--- src/rtl/assert_macros.svh ---
// Assertion macros shared by the RTL of the sampler position block.
// Needs a clock named clk and an active-low reset named arst_n in scope.
`ifndef ASSERT_MACROS_SVH
`define ASSERT_MACROS_SVH

// Consequent must hold in the same cycle as the condition
`define SLPA_ASSERT_NOW(lbl, cond, conseq, msg) \
	lbl: assert property (@(posedge clk) disable iff (!arst_n) (cond) |-> (conseq)) \
		else $error(msg);

// Consequent must hold in the cycle after the condition
`define SLPA_ASSERT_NEXT(lbl, cond, conseq, msg) \
	lbl: assert property (@(posedge clk) disable iff (!arst_n) (cond) |=> (conseq)) \
		else $error(msg);

`endif

--- src/rtl/slpa_pkg.sv ---
// Package for the sampler loop position block: default widths, register
// indexes, loop modes and sequencer states. No dependencies.
package slpa_pkg;

	localparam int FRAME_BITS_DEF    = 24;
	localparam int FRACTION_BITS_DEF = 16;
	// integer bits of the signed rate
	localparam int RATE_INT_BITS     = 8;
	localparam int CFG_INDEX_BITS    = 3;

	typedef enum logic [CFG_INDEX_BITS-1:0] {
		REG_SAMPLE_LENGTH = 3'd0,
		REG_LOOP_FIRST    = 3'd1,
		REG_LOOP_LIMIT    = 3'd2,
		REG_LOOP_ENABLE   = 3'd3,
		REG_LOOP_MODE     = 3'd4,
		REG_SEAM_SKIP     = 3'd5
	} cfg_reg_t;

	typedef enum logic [1:0] {
		MODE_FREE,
		MODE_FWD,
		MODE_PING
	} loop_mode_t;

	typedef enum logic [2:0] {
		ST_IDLE,
		ST_ADD,
		ST_TEST,
		ST_DIV,
		ST_REFL,
		ST_JOIN,
		ST_DONE
	} state_t;

endpackage

--- src/rtl/slpa_if.sv ---
// Valid/ready channel interfaces for the sampler loop position block.
// Depends on slpa_pkg for default widths.
interface slpa_in_if #(
	parameter int FRACTION_BITS = slpa_pkg::FRACTION_BITS_DEF
);
	import slpa_pkg::*;

	logic                                     valid;
	logic                                     ready;
	logic signed [RATE_INT_BITS+FRACTION_BITS-1:0] rate;
	logic                                     gate_on;

	modport source (output valid, output rate, output gate_on, input ready);
	modport sink   (input valid, input rate, input gate_on, output ready);
endinterface

interface slpa_out_if #(
	parameter int FRAME_BITS    = slpa_pkg::FRAME_BITS_DEF,
	parameter int FRACTION_BITS = slpa_pkg::FRACTION_BITS_DEF
);
	logic                     valid;
	logic                     ready;
	logic [FRAME_BITS-1:0]    frame_index;
	logic [FRACTION_BITS-1:0] frame_fraction;
	logic                     moving_backward;
	logic                     still_playing;

	modport source (output valid, output frame_index, output frame_fraction,
		output moving_backward, output still_playing, input ready);
	modport sink   (input valid, input frame_index, input frame_fraction,
		input moving_backward, input still_playing, output ready);
endinterface

--- src/rtl/sample_loop_position_advance.sv ---
// Each item passes ST_ADD and ST_TEST, then ST_DONE; a ping-pong reflection goes
// through ST_REFL and a forward wrap through ST_DIV and ST_JOIN before ST_DONE. A
// new item is taken only once the last result has gone to the output register.
// The forward wrap runs a restoring remainder over the frame bits, one bit a cycle,
// on the shared adder. Reset (arst_n low, asynchronous) clears position, direction,
// registers and handshake state and sets the playing flag; then ready for an item.
`include "assert_macros.svh"

module sample_loop_position_advance #(
	parameter int FRAME_BITS    = slpa_pkg::FRAME_BITS_DEF,
	parameter int FRACTION_BITS = slpa_pkg::FRACTION_BITS_DEF
) (
	input  logic                                clk,
	input  logic                                arst_n,
	input  logic                                cfg_we,
	input  logic [slpa_pkg::CFG_INDEX_BITS-1:0] cfg_index,
	input  logic [FRAME_BITS:0]                 cfg_data,
	slpa_in_if.sink                             in_ch,
	slpa_out_if.source                          out_ch
);
	import slpa_pkg::*;

	localparam int POS_BITS  = FRAME_BITS + FRACTION_BITS;
	localparam int ACC_BITS  = POS_BITS + 3;
	localparam int RATE_BITS = RATE_INT_BITS + FRACTION_BITS;
	localparam int REM_BITS  = FRAME_BITS + 2;
	localparam int CNT_BITS  = $clog2(FRAME_BITS);
	localparam logic [CNT_BITS-1:0] CNT_LAST = CNT_BITS'(FRAME_BITS - 1);
	localparam logic [ACC_BITS-1:0] POS_MAX  = {3'b000, {POS_BITS{1'b1}}};
	localparam logic [FRACTION_BITS-1:0] FRAC_ZERO = '0;

	// configuration registers
	logic [FRAME_BITS:0]   len_q;
	logic [FRAME_BITS-1:0] lstart_q;
	logic [FRAME_BITS:0]   lend_q;
	logic                  len_en_q;
	logic                  lmode_q;
	logic [FRAME_BITS-1:0] seam_q;

	// sequencer and working registers
	state_t                 state_q, state_d;
	loop_mode_t             mode_q;
	logic [RATE_BITS-1:0]   rate_q;
	logic [FRAME_BITS:0]    span_q;
	logic [FRAME_BITS:0]    dsr_q;
	logic [FRAME_BITS:0]    base_q;
	logic [ACC_BITS-1:0]    acc_q;
	logic [FRAME_BITS-1:0]  dvd_q;
	logic [FRAME_BITS:0]    rem_q;
	logic [FRACTION_BITS-1:0] frac_q;
	logic [CNT_BITS-1:0]    cnt_q;

	// voice state
	logic [FRAME_BITS-1:0]    pframe_q;
	logic [FRACTION_BITS-1:0] pfrac_q;
	logic                     dir_q;
	logic                     play_q;

	// output register
	logic                     ovalid_q;
	logic [FRAME_BITS-1:0]    oframe_q;
	logic [FRACTION_BITS-1:0] ofrac_q;
	logic                     obwd_q;
	logic                     oplay_q;

	// shared adder
	logic [ACC_BITS-1:0] op_a, op_b, sum, sum_clamped;
	logic                op_sub;

	logic                accept, out_load, loop_ok, seam_big, ping_hit;
	logic [REM_BITS-1:0] rem_sh;

	assign accept   = in_ch.valid && in_ch.ready;
	assign out_load = (state_q == ST_DONE) && (!ovalid_q || out_ch.ready);
	assign rem_sh   = {rem_q, dvd_q[FRAME_BITS-1]};
	assign seam_big = ({1'b0, seam_q} >= span_q);

	// loop region is usable only with a held gate and sane bounds
	assign loop_ok = len_en_q && in_ch.gate_on && ({1'b0, lstart_q} < lend_q)
		&& (lend_q <= len_q);

	// config write port
	always_ff @(posedge clk or negedge arst_n) begin
		if (!arst_n) begin
			len_q    <= '0;
			lstart_q <= '0;
			lend_q   <= '0;
			len_en_q <= 1'b0;
			lmode_q  <= 1'b0;
			seam_q   <= '0;
		end else if (cfg_we) begin
			case (cfg_index)
				REG_SAMPLE_LENGTH: len_q    <= cfg_data;
				REG_LOOP_FIRST:    lstart_q <= cfg_data[FRAME_BITS-1:0];
				REG_LOOP_LIMIT:    lend_q   <= cfg_data;
				REG_LOOP_ENABLE:   len_en_q <= cfg_data[0];
				REG_LOOP_MODE:     lmode_q  <= cfg_data[0];
				REG_SEAM_SKIP:     seam_q   <= cfg_data[FRAME_BITS-1:0];
				default: ;
			endcase
		end
	end

	// operand selection for the shared adder/subtractor
	always_comb begin
		op_a   = '0;
		op_b   = '0;
		op_sub = 1'b0;
		case (state_q)
			ST_ADD: begin
				op_a   = {3'b000, pframe_q, pfrac_q};
				op_b   = {{(ACC_BITS-RATE_BITS){rate_q[RATE_BITS-1]}}, rate_q};
				op_sub = (mode_q == MODE_PING) && dir_q;
			end
			ST_TEST: begin
				op_a   = acc_q;
				op_b   = ((mode_q == MODE_PING) && dir_q)
					? {3'b000, lstart_q, FRAC_ZERO} : {2'b00, lend_q, FRAC_ZERO};
				op_sub = 1'b1;
			end
			ST_DIV: begin
				op_a   = {{(ACC_BITS-REM_BITS){1'b0}}, rem_sh};
				op_b   = {{(ACC_BITS-FRAME_BITS-1){1'b0}}, dsr_q};
				op_sub = 1'b1;
			end
			ST_REFL: begin
				// twice the bound the position went past
				op_a   = dir_q ? {2'b00, lstart_q, FRAC_ZERO, 1'b0}
					: {1'b0, lend_q, FRAC_ZERO, 1'b0};
				op_b   = acc_q;
				op_sub = 1'b1;
			end
			ST_JOIN: begin
				op_a = {2'b00, base_q, FRAC_ZERO};
				op_b = {2'b00, rem_q, frac_q};
			end
			default: ;
		endcase
	end

	assign sum = op_a + (op_sub ? ~op_b : op_b) + ACC_BITS'(op_sub);

	// saturate to the position range
	always_comb begin
		if (sum[ACC_BITS-1])
			sum_clamped = '0;
		else if (sum[ACC_BITS-2:POS_BITS] != '0)
			sum_clamped = POS_MAX;
		else
			sum_clamped = sum;
	end

	// ping-pong bound crossed: at or past the end going forward, at or below start reversed
	assign ping_hit = dir_q ? (sum[ACC_BITS-1] || (sum == '0)) : !sum[ACC_BITS-1];

	// state register
	always_ff @(posedge clk or negedge arst_n) begin
		if (!arst_n)
			state_q <= ST_IDLE;
		else
			state_q <= state_d;
	end

	// next state
	always_comb begin
		state_d = state_q;
		case (state_q)
			ST_IDLE: begin
				if (accept)
					state_d = ST_ADD;
			end
			ST_ADD: state_d = ST_TEST;
			ST_TEST: begin
				case (mode_q)
					MODE_FWD:  state_d = !sum[ACC_BITS-1] ? ST_DIV : ST_DONE;
					MODE_PING: state_d = ping_hit ? ST_REFL : ST_DONE;
					default:   state_d = ST_DONE;
				endcase
			end
			ST_DIV: begin
				if (cnt_q == CNT_LAST)
					state_d = ST_JOIN;
			end
			ST_REFL: state_d = ST_DONE;
			ST_JOIN: state_d = ST_DONE;
			ST_DONE: begin
				if (out_load)
					state_d = ST_IDLE;
			end
			default: state_d = ST_IDLE;
		endcase
	end

	// working registers, stepped by the sequencer
	always_ff @(posedge clk or negedge arst_n) begin
		if (!arst_n) begin
			mode_q <= MODE_FREE;
			cnt_q  <= '0;
			dir_q  <= 1'b0;
			play_q <= 1'b1;
		end else begin
			case (state_q)
				ST_IDLE: begin
					if (accept) begin
						rate_q <= in_ch.rate;
						span_q <= lend_q - {1'b0, lstart_q};
						if (!loop_ok)
							mode_q <= MODE_FREE;
						else if (lmode_q)
							mode_q <= MODE_PING;
						else
							mode_q <= MODE_FWD;
					end
				end
				ST_ADD: begin
					acc_q <= sum_clamped;
					// wrap divisor and landing frame; an oversized seam counts as none
					dsr_q  <= seam_big ? span_q : span_q - {1'b0, seam_q};
					base_q <= {1'b0, lstart_q} + (seam_big ? '0 : {1'b0, seam_q});
				end
				ST_TEST: begin
					play_q <= (mode_q != MODE_FREE)
						|| ({1'b0, acc_q[POS_BITS-1:FRACTION_BITS]} < len_q);
					dvd_q  <= sum[POS_BITS-1:FRACTION_BITS];
					frac_q <= sum[FRACTION_BITS-1:0];
					rem_q  <= '0;
					cnt_q  <= '0;
				end
				ST_DIV: begin
					// restoring step: keep the difference when it does not go negative
					rem_q <= !sum[ACC_BITS-1] ? sum[FRAME_BITS:0] : rem_sh[FRAME_BITS:0];
					dvd_q <= {dvd_q[FRAME_BITS-2:0], 1'b0};
					cnt_q <= cnt_q + 1'b1;
				end
				ST_REFL: begin
					acc_q <= sum_clamped;
					dir_q <= !dir_q;
				end
				ST_JOIN: acc_q <= sum_clamped;
				default: ;
			endcase
		end
	end

	// voice position, updated as the result is handed over
	always_ff @(posedge clk or negedge arst_n) begin
		if (!arst_n) begin
			pframe_q <= '0;
			pfrac_q  <= '0;
		end else if (out_load) begin
			pframe_q <= acc_q[POS_BITS-1:FRACTION_BITS];
			pfrac_q  <= acc_q[FRACTION_BITS-1:0];
		end
	end

	// output register
	always_ff @(posedge clk or negedge arst_n) begin
		if (!arst_n) begin
			ovalid_q <= 1'b0;
		end else if (out_load) begin
			ovalid_q <= 1'b1;
		end else if (out_ch.ready) begin
			ovalid_q <= 1'b0;
		end
	end

	always_ff @(posedge clk) begin
		if (out_load) begin
			oframe_q <= acc_q[POS_BITS-1:FRACTION_BITS];
			ofrac_q  <= acc_q[FRACTION_BITS-1:0];
			obwd_q   <= dir_q;
			oplay_q  <= play_q;
		end
	end

	assign in_ch.ready            = (state_q == ST_IDLE);
	assign out_ch.valid           = ovalid_q;
	assign out_ch.frame_index     = oframe_q;
	assign out_ch.frame_fraction  = ofrac_q;
	assign out_ch.moving_backward = obwd_q;
	assign out_ch.still_playing   = oplay_q;

	// checks
	`SLPA_ASSERT_NOW(a_rem_below_dsr, state_q == ST_DIV, rem_q < dsr_q,
		"remainder not below divisor during division")
	`SLPA_ASSERT_NOW(a_acc_in_range, state_q == ST_TEST, acc_q[ACC_BITS-1:POS_BITS] == '0,
		"sum after add left the position range")
	`SLPA_ASSERT_NEXT(a_div_ends, (state_q == ST_DIV) && (cnt_q == CNT_LAST),
		state_q == ST_JOIN, "division did not end after the last frame bit")
	`SLPA_ASSERT_NOW(a_dir_flip, dir_q != $past(dir_q),
		($past(state_q) == ST_REFL) && ($past(mode_q) == MODE_PING),
		"direction changed outside a ping-pong reflection")

endmodule
--- src/flat_wrapper.sv ---
// flat-port wrapper written by rule: the top's interface ports become plain ports
module sample_loop_position_advance_flat import slpa_pkg::*;
#(
	parameter int FRAME_BITS    = slpa_pkg::FRAME_BITS_DEF,
	parameter int FRACTION_BITS = slpa_pkg::FRACTION_BITS_DEF
)
  (clk, arst_n, cfg_we, cfg_index, cfg_data, in_ch_valid, in_ch_rate, in_ch_gate_on, in_ch_ready, out_ch_valid, out_ch_frame_index, out_ch_frame_fraction, out_ch_moving_backward, out_ch_still_playing, out_ch_ready);
  slpa_in_if #(.FRACTION_BITS(FRACTION_BITS)) in_ch_i ();
  slpa_out_if #(.FRAME_BITS(FRAME_BITS), .FRACTION_BITS(FRACTION_BITS)) out_ch_i ();
  input  logic clk;
  input  logic arst_n;
  input  logic cfg_we;
  input  logic [slpa_pkg::CFG_INDEX_BITS-1:0] cfg_index;
  input  logic [FRAME_BITS:0] cfg_data;
  input wire logic [$bits(in_ch_i.valid)-1:0] in_ch_valid;
  input wire logic [$bits(in_ch_i.rate)-1:0] in_ch_rate;
  input wire logic [$bits(in_ch_i.gate_on)-1:0] in_ch_gate_on;
  output wire logic [$bits(in_ch_i.ready)-1:0] in_ch_ready;
  output wire logic [$bits(out_ch_i.valid)-1:0] out_ch_valid;
  output wire logic [$bits(out_ch_i.frame_index)-1:0] out_ch_frame_index;
  output wire logic [$bits(out_ch_i.frame_fraction)-1:0] out_ch_frame_fraction;
  output wire logic [$bits(out_ch_i.moving_backward)-1:0] out_ch_moving_backward;
  output wire logic [$bits(out_ch_i.still_playing)-1:0] out_ch_still_playing;
  input wire logic [$bits(out_ch_i.ready)-1:0] out_ch_ready;
  assign in_ch_i.valid = in_ch_valid;
  assign in_ch_i.rate = in_ch_rate;
  assign in_ch_i.gate_on = in_ch_gate_on;
  assign in_ch_ready = in_ch_i.ready;
  assign out_ch_valid = out_ch_i.valid;
  assign out_ch_frame_index = out_ch_i.frame_index;
  assign out_ch_frame_fraction = out_ch_i.frame_fraction;
  assign out_ch_moving_backward = out_ch_i.moving_backward;
  assign out_ch_still_playing = out_ch_i.still_playing;
  assign out_ch_i.ready = out_ch_ready;
  sample_loop_position_advance #(.FRAME_BITS(FRAME_BITS), .FRACTION_BITS(FRACTION_BITS)) u_core (.clk(clk), .arst_n(arst_n), .cfg_we(cfg_we), .cfg_index(cfg_index), .cfg_data(cfg_data), .in_ch(in_ch_i), .out_ch(out_ch_i));
endmodule
--- config.mk ---
export PLATFORM = sky130hd
export DESIGN_NAME = sample_loop_position_advance_flat
export DESIGN_NICKNAME = d
export VERILOG_FILES = /design/src/rtl/slpa_pkg.sv /design/src/rtl/slpa_if.sv /design/src/rtl/sample_loop_position_advance.sv /design/src/flat_wrapper.sv
export VERILOG_INCLUDE_DIRS = /design/src /design/src/rtl
export SDC_FILE = /design/constraint.sdc
export NUM_CORES = 1
export LEC_CHECK = 0
export BUFFER_PORTS_ARGS = -buffer_cell sky130_fd_sc_hd__buf_2
export CORE_AREA = 3 3 210 212
export CTS_BUF_LIST = sky130_fd_sc_hd__clkbuf_8
export DETAILED_ROUTE_END_ITERATION = 12
export DIE_AREA = 0 0 213 215
export PLACE_DENSITY = 0.89
export REMOVE_ABC_BUFFERS = 1
export SETUP_SLACK_MARGIN = 0.05
export SYNTH_ARGS = -nofsm -noshare
export SYNTH_HDL_FRONTEND = slang
export SYNTH_SLANG_ARGS = --single-unit
--- constraint.sdc ---
create_clock -name clk -period 5.2 [get_ports clk]
set_input_delay 0.52 -clock clk [delete_from_list [all_inputs] [get_ports clk]]
set_output_delay 0.52 -clock clk [all_outputs]
set_load 0.03 [all_outputs]
After elaboration in Yosys (flattened, before gate mapping)
Index checks and enable logic that the tools add are counted.
{ "word_totals": {"mem_count": 0, "rom_bits": 0, "regBits": 402, "word_cells": 116, "ram_bits": 0, "out_inout_bits": 44, "latchBits": 0} }
{ "op_classes": {"bitwise_logic": 1, "n_mul": 0, "addsub": 6, "shift": 0, "reduce_logical": 36, "order_cmp": 4, "n_div": 0, "muxes": 25, "eq_ne": 17} }
{ "ops": {"columns": ["op", "n"], "rows": [
  ["one-hot mux 43 bit (5 select lines)", 2],
  ["less-than comparator 24 x 25 -> 1 bit", 2],
  ["two-way mux 25 bit", 2],
  ["one-hot mux 25 bit (2 select lines)", 1],
  ["subtractor 25 x 24 -> 25 bit", 2],
  ["one-hot mux 24 bit (2 select lines)", 1],
  ["adder 43 x 1 -> 43 bit", 1],
  ["adder 43 bit", 1],
  ["zero test 43 bit", 1],
  ["two-way mux 43 bit", 1],
  ["inverter 43 bit", 1],
  ["two-way mux 42 bit", 1],
  ["two-way mux 41 bit", 1],
  ["two-way mux 40 bit", 1],
  ["adder 24 x 25 -> 25 bit", 1],
  ["greater-or-equal comparator 24 x 25 -> 1 bit", 1],
  ["<= comparator 25 bit", 1],
  ["two-way mux 24 bit", 1],
  ["AND reduction 2 bit", 11],
  ["one-hot mux 3 bit (6 select lines)", 1],
  ["== test 3 bit (second input constant)", 5],
  ["== test 3 x 2 -> 1 bit (second input constant)", 4],
  ["two-way mux 3 bit", 4],
  ["one-hot mux 5 bit (2 select lines)", 1],
  ["19 further kinds", 41]
]} }

Longest topological paths before layout
{ "depth": {"depth_word": 14, "mapped_depth": 28, "mapped_depth_nobuf": 27} }

Worst setup path before layout
OpenSTA, ideal clock, no wires.
{ "synth_path": {"path_kind": "register to register", "from": "register u_core.span_q[9]", "to": "register u_core.base_q[21] (data pin)", "stages_incl_launch_ff": 26, "path_slack_ns": -0.146, "setup_ns": 0.258, "t_required_ns": 4.942, "arrival_time_ns": 5.088, "synth_period_minus_slack_ns": 5.346, "path_buffers": 2, "path_cell_list": "edfxtp_1 > ha_1 > a21o_1 > a21oi_1 > o21ai_0 > a21o_1 > o21ai_0 > a21oi_1 > o21a_1 > a211oi_1 > nor3_1 > nand2_1 > clkbuf_1 > clkbuf_1 > nor2_1 > ha_1 > a21o_1 > or4_1 > a311oi_1 > o21ai_1 > nand3_1 > a31oi_1 > a31oi_1 > o21bai_1 > a21oi_1 > xnor2_1"} }
{ "synth_via": {"elab_chain_cells": 3} }
{ "synth_rtl": {"columns": ["element", "line", "rtl"], "rows": [
  ["from (decl)", "sample_loop_position_advance.sv:44", "logic [FRAME_BITS:0] span_q;"],
  ["from (signal assigned)", "sample_loop_position_advance.sv:206", "span_q <= lend_q - {1'b0, lstart_q};"],
  ["greater-or-equal comparator 24 x 25 -> 1 bit", "sample_loop_position_advance.sv:76", "assign seam_big = ({1'b0, seam_q} >= span_q);"],
  ["two-way mux 24 bit", "sample_loop_position_advance.sv:219", "base_q <= {1'b0, lstart_q} + (seam_big ? '0 : {1'b0, seam_q});"],
  ["adder 24 x 25 -> 25 bit", "sample_loop_position_advance.sv:219", null],
  ["to (signal assigned)", "sample_loop_position_advance.sv:219", null],
  ["to (decl)", "sample_loop_position_advance.sv:46", "logic [FRAME_BITS:0] base_q;"]
]} }
No other way between the ends.
A chain may end at the register's enable or synchronous reset.

Worst setup path after layout
{ "layout_path": {"from": "register u_core.span_q[1]", "to": "register u_core.base_q[21] (data pin)"} }
The elaborated chain is that of the path after synthesis.

==> metrics.cfg <==
[critical_path]
r2r_slack_ns = -0.15
crit_type = flop to flop
crit_path_end_kind = flop
r2r_cells = 27
critPathLaunch = u_core.span_q[1]
startpoint_type = flop
r2r_start = u_core.span_q[1]
arrival_ns = 5.73
crit_required_ns = 5.59
cp-endpoint = u_core.base_q[21]
rr_endpoint = u_core.base_q[21]
cp_max_fo = 3

[drt]
antenna_left = 0
first_iter_violations = 2575
viasPerCell = 6.50
wl_mm = 79.1
vias = 20800
drcViolationCount = 0
firstDrtPassIters = 6
routedWlPerCell_um = 24.7

[place]
portBuffers = 101
dp_cells = 3045
place.gp.congestion = 1.03
dp_hpwl_mm = 57.4
placed_area_sq_um = 26700

[floorplan]
io_pins = 102
initial_core_util_pct = 58.1
die_w_um = 213
rows = 75
die-area_sq_um = 45800
core-area_sq_um = 42100
die_h_um = 215

[layout]
fin_area_sq_um = 28800
final_nets = 2838
syn_to_final_growth_pct = 17.6
fillers = 3016
diodes = 0
drive_above_1_share_pct = 23.9
layoutNonFillerInstCount = 3205

[global_routing]
gr-total-overflow = 0
grt_pass1_wl_mm = 117
antenna_found_initial = 1
grt_usage_pct = 33.3
grt_start_max_net_pins = 90
grt_pass1_vias = 20500

[logic_synthesis]
ys_ff_latch = 401
syn_area_per_cell_sq_um = 10.4
yosys.area.top_type = edfxtp_1
ys_types = 83
ys_warn_count = 0
yosysSeqAreaShare_pct = 46.0
syn_area_sq_um = 24500
synth_edf_count = 248
synthCells = 2352
yosys-top-cells-area = edfxtp_1 30%, dfrtp_1 16%, ha_1 8.4%, mux2_2 5.2%, xnor2_1 3.8%
async_reset_ff_share_pct = 38.2
post-synth-top-area-fraction_pct = 30.4
synth_flop_cell = edfxtp_1

[clocking]
cts_max_path_buffers = 3
clk_latency_ns = 0.66
clock_sinks = 401
cts_tree = built
cts_made_buffers = 69
clkTransAtPathRegs_ns = 0.06
postCtsHoldBufs = 0
cts_root_buf = clkbuf_8
cts-htree-levels = 3

[timing]
slew_viol_final = 0
final.setup_skew_ns = 0.0329
holdWs_ns = -0.0213
hold_viol = 24
tightest_slew_ns = 1.12
fin_crit_sh_pct = 103
fin_ws_ns = -0.147
period_minus_slack_ns = 5.35
fmax_ghz = 0.187
rsz0062_at_grt = true
maxSlewHeadroom_pct = 25.3
setup_violations = 3

[run]
cap_violations = 0

[status]
violations = hold timing, setup timing
status = finished with violations

[hold_path]
hold_path.class = input pin to async pin

[repair_timing]
| action | in CTS | in global routing |
|---|---|---|
| pin swaps | 16 | 48 |
| hold endpoints to repair | 0 | 0 |
| resized for setup | 14 | 88 |
| setup buffers | 7 | 26 |
| cloned | 0 | 1 |
| setup endpoints to repair | 9 | 83 |
[logic make-up after synthesis]
logic type                 count (synthesis)  share of synthesized area [%]
xor gates and xnor gates                 143                           5.19
and+or+nand+nor                          543                           10.3
other                                      1                         0.0153
muxes                                    173                           7.70
AOI/OAI and AO/OA                        676                           18.0
DFF                                      401                           46.0
adders and majority gates                169                           8.76
buffers and inverters                    246                           3.95
[state kept, by name, summed over array words and instances, names as in the netlist, 2 cells and up]
register,flops
u_core.lstart_q,24
u_core.seam_q,24
u_core.dsr_q,25
u_core.state_q,3
u_core.pfrac_q,16
u_core.span_q,25
u_core.cnt_q,5
u_core.pframe_q,24
u_core.lend_q,25
u_core.frac_q,16
u_core.rate_q,24
u_core.out_ch.frame_fraction,16
u_core.acc_q,42
u_core.mode_q,2
u_core.len_q,25
u_core.rem_q,25
u_core.dvd_q,24
u_core.out_ch.frame_index,24
u_core.base_q,25
[worst min-delay path by stage]
| stage | startpoint | endpoint | slack, ns |
|---|---|---|---|
| detailed placement | u_core.lmode_q | u_core.mode_q[0] | 0.47 |
| global placement | u_core.lmode_q | u_core.mode_q[0] | 0.46 |
| floorplan | arst_n | u_core.cnt_q[0] | 0.22 |
| CTS | arst_n | u_core.pfrac_q[4] | 0.004 |
| global route | arst_n | u_core.cnt_q[0] | 0.03 |
| finish | arst_n | u_core.state_q[2] | -0.02 |
[cell usage in the layout (no fill, tap or decap), types with 35 or more instances in the layout]
cell type	n
edfxtp_1	248
nand2_1	210
buf_4	181
o21ai_0	175
ha_1	158
a21oi_1	148
dfrtp_1	148
inv_1	144
nor2_1	116
mux2_2	114
xnor2_1	103
buf_2	100
clkbuf_8	83
a21o_1	74
mux2i_1	57
a221oi_1	36
xor2_1	35
[synth_stat cells, types with 9 or more instances]
| cell type | number |
|---|---|
| nor2_1 | 122 |
| nor3_1 | 33 |
| a21oi_2 | 12 |
| a211oi_1 | 14 |
| and2_1 | 16 |
| edfxtp_1 | 248 |
| nand2b_1 | 24 |
| a221oi_1 | 40 |
| mux2_2 | 114 |
| o21bai_1 | 12 |
| buf_1 | 17 |
| dfrtp_1 | 152 |
| a21o_1 | 74 |
| and3_1 | 18 |
| clkbuf_1 | 84 |
| a22o_1 | 23 |
| o22ai_1 | 9 |
| o21a_1 | 21 |
| inv_1 | 132 |
| nor2b_1 | 22 |
| a22oi_1 | 23 |
| ha_1 | 165 |
| nor4_1 | 9 |
| nand4_1 | 23 |
| xnor2_1 | 107 |
| a21oi_1 | 159 |
| o211ai_1 | 11 |
| nand2_1 | 214 |
| nand3_1 | 31 |
| o21ai_0 | 186 |
| mux2i_1 | 58 |
| a31oi_1 | 20 |
| xor2_1 | 35 |
| a221o_1 | 18 |
[stage by stage]
stage	TNS (ns)	setup slack, ns	utilization (%)
6_report	-0.326	-0.147	68.3
5_1_grt	-1.19	-0.318	68.3
4_1_cts	0	0.0626	66.8
3_5_place_dp	-0.765	-0.185	63.3
3_3_place_gp	-0.0568	-0.0483	63.3
2_1_floorplan	-291.33	-4.19	-
[critical path: stages, from the launching register on]
cell and delay, ns:
edfxtp_1 0.42, ha_4 0.24, nor2b_4 0.12, o21ai_2 0.17, a21oi_2 0.09, o21a_1 0.21, o21ai_2 0.18, a21oi_2 0.08
o21a_1 0.22, a211oi_2 0.25, nor3_2 0.09, and2_4 0.17, nand2_2 0.07, inv_2 0.05, ha_4 0.24, a21o_1 0.20
a21oi_2 0.23, nor2b_4 0.07, or4_4 0.50, a311oi_2 0.24, buf_4 0.17, o21ai_4 0.06, nand3_2 0.14, a31oi_4 0.13
a31oi_4 0.32, o21bai_1 0.16, a21oi_2 0.16, xnor2_1 0.10
[layout make-up]
type                            count  area [sq um]  share of cell area, %
Multi-Input combinational cell   1706         12800                   44.3
Sequential cell                   401         11300                   39.2
Timing Repair Buffer              301          2220                   7.71
Clock buffer                       83          1140                   3.97
Tap cell                          539           674                   2.34
Inverter                          132           499                   1.73
Clock inverter                     43           221                  0.769
[metal layers]
layer	GRT usage, %	wire [um]	up-vias
met5	0	0	-
met4	17.2	4950	0
met3	6.30	7890	313
met2	52.6	36100	1335
met1	43.9	30200	9990
li1	-	-	9183
Power is left out: the tool's default activity adds up to more than one toggle a clock period on the data nets, which glitch-free logic cannot reach.
